## src/design/value_noise_fbm_3d_assert.svh

```systemverilog
// ----------------------------------------------------------------------------
// value_noise_fbm_3d_assert.svh
// Assertion macros for the fractal value noise block.
// ----------------------------------------------------------------------------
`ifndef VALUE_NOISE_FBM_3D_ASSERT_SVH
`define VALUE_NOISE_FBM_3D_ASSERT_SVH

`ifndef SYNTHESIS
// same-cycle implication, sampled on clk, off during reset
`define VNF_ASSERT_IMP(lbl, ante, cons) \
	lbl: assert property (@(posedge clk) disable iff (!arst_n) (ante) |-> (cons)) \
		else $error("vnf assertion failed");
// next-cycle implication
`define VNF_ASSERT_NXT(lbl, ante, cons) \
	lbl: assert property (@(posedge clk) disable iff (!arst_n) (ante) |=> (cons)) \
		else $error("vnf assertion failed");
`else
`define VNF_ASSERT_IMP(lbl, ante, cons)
`define VNF_ASSERT_NXT(lbl, ante, cons)
`endif

`endif

```

## src/design/vnf_pkg.sv

```systemverilog
// ----------------------------------------------------------------------------
// vnf_pkg
// Shared codes, constants and types of the fractal value noise block.
// ----------------------------------------------------------------------------
`default_nettype none

package vnf_pkg;

	// configuration port
	localparam int CFG_AW = 3;
	localparam int CFG_DW = 31;

	localparam logic [CFG_AW-1:0] REG_OCTAVE_COUNT = 3'd0;
	localparam logic [CFG_AW-1:0] REG_PERSISTENCE  = 3'd1;
	localparam logic [CFG_AW-1:0] REG_OFFSET_X     = 3'd2;
	localparam logic [CFG_AW-1:0] REG_OFFSET_Y     = 3'd3;
	localparam logic [CFG_AW-1:0] REG_OFFSET_Z     = 3'd4;

	// datapath operations
	localparam logic [3:0] OP_NOP    = 4'd0;
	localparam logic [3:0] OP_LOAD   = 4'd1;
	localparam logic [3:0] OP_SPLIT  = 4'd2;
	localparam logic [3:0] OP_SQ     = 4'd3;
	localparam logic [3:0] OP_SMOOTH = 4'd4;
	localparam logic [3:0] OP_H0     = 4'd5;
	localparam logic [3:0] OP_H1     = 4'd6;
	localparam logic [3:0] OP_H2     = 4'd7;
	localparam logic [3:0] OP_H3     = 4'd8;
	localparam logic [3:0] OP_LERP   = 4'd9;
	localparam logic [3:0] OP_ACC    = 4'd10;
	localparam logic [3:0] OP_AMP    = 4'd11;
	localparam logic [3:0] OP_DINIT  = 4'd12;
	localparam logic [3:0] OP_DSTEP  = 4'd13;
	localparam logic [3:0] OP_OUT    = 4'd14;

	// lattice hash constants
	localparam logic [31:0] HASH_MUL_Y = 32'd57;
	localparam logic [31:0] HASH_MUL_Z = 32'd131;
	localparam logic [31:0] HASH_K1    = 32'd15731;
	localparam logic [31:0] HASH_K2    = 32'd789221;
	localparam logic [31:0] HASH_K3    = 32'd1376312589;

	localparam logic [16:0] ONE_Q16    = 17'd65536;
	localparam logic [16:0] OCT_DEFAULT = 17'd4;

	// width of the normalizing division, follows from the octave limit
	function automatic int div_width(input int max_oct);
		int ob;
		ob = (max_oct > 1) ? $clog2(max_oct) : 0;
		return 35 + ob;
	endfunction

	// controller to datapath command
	typedef struct packed {
		logic [3:0] op;
		logic [2:0] sel;    // axis, corner or blend level
		logic [3:0] shift;  // octave index
	} cmd_t;

endpackage

`default_nettype wire

```

## src/design/vnf_ctrl.sv

```systemverilog
// ----------------------------------------------------------------------------
// vnf_ctrl
// Sequencer: steps the datapath through octaves, corners, blends and divide.
// ----------------------------------------------------------------------------
`default_nettype none

module vnf_ctrl #(
	parameter int MAX_OCTAVES = 8
) (
	input  wire                              clk,
	input  wire                              arst_n,
	input  wire                              s_tvalid,
	output logic                             s_tready,
	output logic                             m_tvalid,
	input  wire                              m_tready,
	input  wire [$clog2(MAX_OCTAVES+1)-1:0]  oct_n,
	output vnf_pkg::cmd_t                    cmd
);
	import vnf_pkg::*;

	localparam int OW = $clog2(MAX_OCTAVES+1);
	localparam int DW = div_width(MAX_OCTAVES);
	localparam int CW = $clog2(DW);

	localparam logic [3:0] S_IDLE   = 4'd0;
	localparam logic [3:0] S_SPLIT  = 4'd1;
	localparam logic [3:0] S_SQ     = 4'd2;
	localparam logic [3:0] S_SMOOTH = 4'd3;
	localparam logic [3:0] S_H0     = 4'd4;
	localparam logic [3:0] S_H1     = 4'd5;
	localparam logic [3:0] S_H2     = 4'd6;
	localparam logic [3:0] S_H3     = 4'd7;
	localparam logic [3:0] S_LERP   = 4'd8;
	localparam logic [3:0] S_ACC    = 4'd9;
	localparam logic [3:0] S_AMP    = 4'd10;
	localparam logic [3:0] S_DINIT  = 4'd11;
	localparam logic [3:0] S_DIV    = 4'd12;
	localparam logic [3:0] S_OUT    = 4'd13;

	logic [3:0]    state_q;
	logic [OW-1:0] oct_q;
	logic [2:0]    cnt_q;
	logic [CW-1:0] div_q;
	logic          mvalid_q;
	logic          out_free;
	logic [2:0]    level;

	assign out_free = !mvalid_q || m_tready;
	assign s_tready = (state_q == S_IDLE);
	assign m_tvalid = mvalid_q;

	// blend level: four x blends, two y blends, one z blend
	always_comb begin
		if (cnt_q < 3'd4)
			level = 3'd0;
		else if (cnt_q < 3'd6)
			level = 3'd1;
		else
			level = 3'd2;
	end

	// command decode
	always_comb begin
		cmd.op    = OP_NOP;
		cmd.sel   = cnt_q;
		cmd.shift = 4'(oct_q);
		case (state_q)
			S_IDLE:   cmd.op = s_tvalid ? OP_LOAD : OP_NOP;
			S_SPLIT:  cmd.op = OP_SPLIT;
			S_SQ:     cmd.op = OP_SQ;
			S_SMOOTH: cmd.op = OP_SMOOTH;
			S_H0:     cmd.op = OP_H0;
			S_H1:     cmd.op = OP_H1;
			S_H2:     cmd.op = OP_H2;
			S_H3:     cmd.op = OP_H3;
			S_LERP:   begin cmd.op = OP_LERP; cmd.sel = level; end
			S_ACC:    cmd.op = OP_ACC;
			S_AMP:    cmd.op = OP_AMP;
			S_DINIT:  cmd.op = OP_DINIT;
			S_DIV:    cmd.op = OP_DSTEP;
			S_OUT:    cmd.op = out_free ? OP_OUT : OP_NOP;
			default:  cmd.op = OP_NOP;
		endcase
	end

	// sequencing
	always_ff @(posedge clk or negedge arst_n) begin
		if (!arst_n) begin
			state_q  <= S_IDLE;
			oct_q    <= '0;
			cnt_q    <= '0;
			div_q    <= '0;
			mvalid_q <= 1'b0;
		end else begin
			// result valid: set on a new result, cleared when taken
			if (state_q == S_OUT && out_free)
				mvalid_q <= 1'b1;
			else if (m_tready)
				mvalid_q <= 1'b0;
			case (state_q)
				S_IDLE: begin
					if (s_tvalid) begin
						oct_q   <= '0;
						state_q <= S_SPLIT;
					end
				end
				S_SPLIT: begin
					cnt_q   <= '0;
					state_q <= S_SQ;
				end
				S_SQ: state_q <= S_SMOOTH;
				S_SMOOTH: begin
					if (cnt_q == 3'd2) begin
						cnt_q   <= '0;
						state_q <= S_H0;
					end else begin
						cnt_q   <= cnt_q + 3'd1;
						state_q <= S_SQ;
					end
				end
				S_H0: state_q <= S_H1;
				S_H1: state_q <= S_H2;
				S_H2: state_q <= S_H3;
				S_H3: begin
					cnt_q   <= cnt_q + 3'd1;
					state_q <= (cnt_q == 3'd7) ? S_LERP : S_H0;
				end
				S_LERP: begin
					if (cnt_q == 3'd6) begin
						cnt_q   <= '0;
						state_q <= S_ACC;
					end else begin
						cnt_q <= cnt_q + 3'd1;
					end
				end
				S_ACC: state_q <= S_AMP;
				S_AMP: begin
					if (oct_q == OW'(oct_n - 1'b1)) begin
						state_q <= S_DINIT;
					end else begin
						oct_q   <= oct_q + 1'b1;
						state_q <= S_SPLIT;
					end
				end
				S_DINIT: begin
					div_q   <= '0;
					state_q <= S_DIV;
				end
				S_DIV: begin
					div_q <= div_q + 1'b1;
					if (div_q == CW'(DW - 1))
						state_q <= S_OUT;
				end
				S_OUT: begin
					if (out_free)
						state_q <= S_IDLE;
				end
				default: state_q <= S_IDLE;
			endcase
		end
	end

endmodule

`default_nettype wire
```

## config.mk

```make
export PLATFORM = sky130hd
export DESIGN_NAME = vnf_ctrl
export DESIGN_NICKNAME = d
export VERILOG_FILES = /design/src/design/value_noise_fbm_3d_assert.svh /design/src/design/vnf_pkg.sv /design/src/design/vnf_ctrl.sv
export SDC_FILE = /design/constraint.sdc
export NUM_CORES = 1
export LEC_CHECK = 0
export BUFFER_PORTS_ARGS = -buffer_cell sky130_fd_sc_hd__buf_4
export CORE_ASPECT_RATIO = 2
export CORE_UTILIZATION = 40
export DETAILED_ROUTE_END_ITERATION = 8
export HOLD_SLACK_MARGIN = 0.15
export PLACE_DENSITY = 0.7
export SLEW_MARGIN = 40
export SYNTH_ARGS = -nofsm -noshare
export SYNTH_HDL_FRONTEND = slang
export SYNTH_SLANG_ARGS = --single-unit
```

## constraint.sdc

```tcl
create_clock -name clk -period 2.5 [get_ports clk]
set_clock_uncertainty 0.05 [all_clocks]
set_input_delay 0.125 -clock clk [delete_from_list [all_inputs] [get_ports clk]]
set_output_delay 0.125 -clock clk [all_outputs]
set_load 0.005 [all_outputs]
```

==> impl_results.md <==
- Run status: finished, violations left
- Failing checks: DRC
- P_leak: 0.695 nW
- Final cycle utilization of the critical path: 88.4%
- Metal3 WL: 149 µm
- Mapped Cells: 161
- Area share of the largest cell type after synthesis: 32.3%
- FP Rows: 30
- Die Width: 43.7 µm
- Fmax: 453 MHz
- Via density: 6.12
- Cts bufs inserted: 3
- Final RePlAce weighted congestion: 0.873
- Crit-path slowest cell: or4b_1
- Clock root cell: clkbuf_8
- CP Cell Sequence: or4b_1 > o21a_1 > buf_4
- CTS H-tree depth: 1
- Starting density of the core: 41.7%
- # diodes: 0
- Reg clk slew, reported paths: 70 ps
- PortBufs: 20
- Io pins: 21
- Via count: 1,280
- Clk Latency, worst-skew pair: 250 ps
- Power per Cell Area: 945 nW/µm²
- Worst vdd ir: 0.613 mV
- WL final: 3230 µm
- Area leader, netlist: dfrtp_1
- Slew Limit Fails: 0
- Crit Path Max Fanout: 23
- Yosys reg bits: 18
- # setup viols final: 0
- Syn Std Cell Area: 1390 µm²
- Startpoint Class: flop
- CTS tree: built
- Top sig layer: met4
- M1 WL: 1250 µm
- GR Util All Layers: 18.2%
- First-pass detailed-route iteration total: 7
- Req. time, crit path: 2330 ps
- DR iter-0 viols: 45
- Largest net degree at the start of global routing: 24
- Worst Setup Path Type: flop to output pin
- GR Overflow Total: 0
- Core area: 3340 µm²
- Placement-stage cell area: 1530 µm²
- Slew margin rel.: 52.5%
- Final Hold Viols: 0
- Avg Inst Size Synth: 8.66 µm²
- Seq/Total Area, Yosys: 32.3%
- Distinct cells, synth: 49
- Met2 routed WL: 1780 µm
- Hold_ws: 182 ps
- Total Die Area: 3740 µm²
- Clock buffer depth: 2
- CP max stage delay: 770 ps
- DRC errors left: 3
- Post-layout min period: 2210 ps
- Synth area leaders: dfrtp_1, ha_1, o21ai_0
- Vias in the first global route: 1,278
- Post-Syn Nets: 176
- Design area: 1600 µm²
- Number of synthesized flops with an enable pin: 0
- Postcts setup bufs: 0
- MaxCap Viol Count: 0
- Layout cells sized above 1: 17.5%
- RSZ-0062 raised after global routing: false
- Dominant synthesized flop cell: dfrtp_1
- Fill cells: 330
- Worst Tran Pin Value: 712 ps
- Crit end category: output pin
- First-pass GRT wire length: 5340 µm
- Initial antenna violation count: 0
- Async set-reset flop share out of synthesis: 100%
- Min-delay worst type: input pin to flop
- Die H: 85.5 µm
- Arr. time, crit path: 2030 ps
- Final nets: 193
- Dpl hpwl: 2460 µm
- Clock Sinks: 18
- Setup TNS: 0 ps
- DR WL/cell: 15.4 µm
- Final ANT Viol Nets: 0
- Area Growth Syn to Fin: 14.7%
- Yosys warnings: 0
[Yosys cell counts, drive strengths merged, types with 2 or more instances]
cell type,count
dfrtp,18
o21ai,17
nand2,16
nor2,10
inv,9
buf,7
ha,7
nand3,7
a21oi,6
nand2b,4
o211ai,4
or3,4
xnor2,4
a31oi,3
and2,3
mux2i,3
nor2b,3
nor3,3
a211o,2
a211oi,2
a311o,2
clkbuf,2
mux2,2
nand4b,2
nand4bb,2
nor3b,2
nor4,2
xor2,2
[cell families after synthesis]
logic type	Yosys count	synth area share, %
fa+ha+maj	7	6.28
mux	5	3.77
xor+xnor	6	3.77
buf+inv	18	6.01
compound gates	45	20.7
simple gates	62	27.1
flops	18	32.3
[final cells by class]
cell class              instances  area [µm²]  area share, %
repair buffers                 21         160           10.0
inverters                       9        33.8           2.11
flip-flops and latches         18         450           28.2
multi-input cells             125         860           53.8
well taps                      32        40.0           2.50
clock buffers                   4        55.1           3.44
[per-stage QoR]
| stage | utilization [%] | instances | worst slack [ps] | power, mW |
|---|---|---|---|---|
| after floorplan | - | 161 | 858 | 1.05 |
| after global placement | 45.9 | 204 | 635 | 1.23 |
| after detailed placement | 45.9 | 204 | 525 | 1.27 |
| after CTS | 47.9 | 209 | 298 | 1.51 |
| after global routing | 47.9 | 209 | 189 | 1.63 |
| final | 47.9 | 209 | 291 | 1.51 |
[worst paths after layout]
kind | start | to | slack [ps] | depth (start not counted)
setup / recovery | state_q[1] | cmd[5] | 290 | 3
hold / removal | s_tvalid | state_q[3] | 180 | 3
setup reg to reg | state_q[1] | state_q[2] | 500 | 4
hold reg to reg | div_q[5] | div_q[5] | 460 | 1
max in group asynchronous | arst_n | state_q[2] | 1970 | 2
min in group asynchronous | arst_n | div_q[4] | 230 | 2
[worst max-delay path, delay by kind of cell (launching register included)]
family	cells	cell delay, ps
buffers and inverters	1	130
AO/OA/AOI/OAI	1	230
AND/OR/NAND/NOR	1	770
flip-flops	1	640
[sequential cells by signal (all words and copies together) (netlist names)]
name      count
m_tvalid      1
oct_q         4
cnt_q         3
state_q       4
div_q         6
[routing by layer]
layer / vias to the layer above / global-route usage [%]
met4: 0 / 7.10
li1: 617 / -
met1: 607 / 21.1
met2: 50 / 33.4
met3: 6 / 0.851
met5: - / 0
[layout by cell type (no fill, tap or decap), drive strengths merged, types with 3 or more instances in the layout]
cell type   n
buf        20
dfrtp      18
o21ai      17
nand2      16
nor2       10
inv         9
nand3       7
ha          7
a21oi       6
nand2b      4
or3         4
xnor2       4
o211ai      4
clkbuf      4
and2        3
nor2b       3
a31oi       3
mux2i       3
nor3        3
[repair_timing]
item	CTS	global route
resized for setup	0	0
hold endpoints to repair	18	0
hold buffers	1	0
[power by group]
| group | internal, mW | switching [mW] |
|---|---|---|
| logic | 0.359 | 0.331 |
| registers | 0.363 | 0.221 |
| clock network | 0.140 | 0.0980 |
Power figures use the tool's default switching activity.
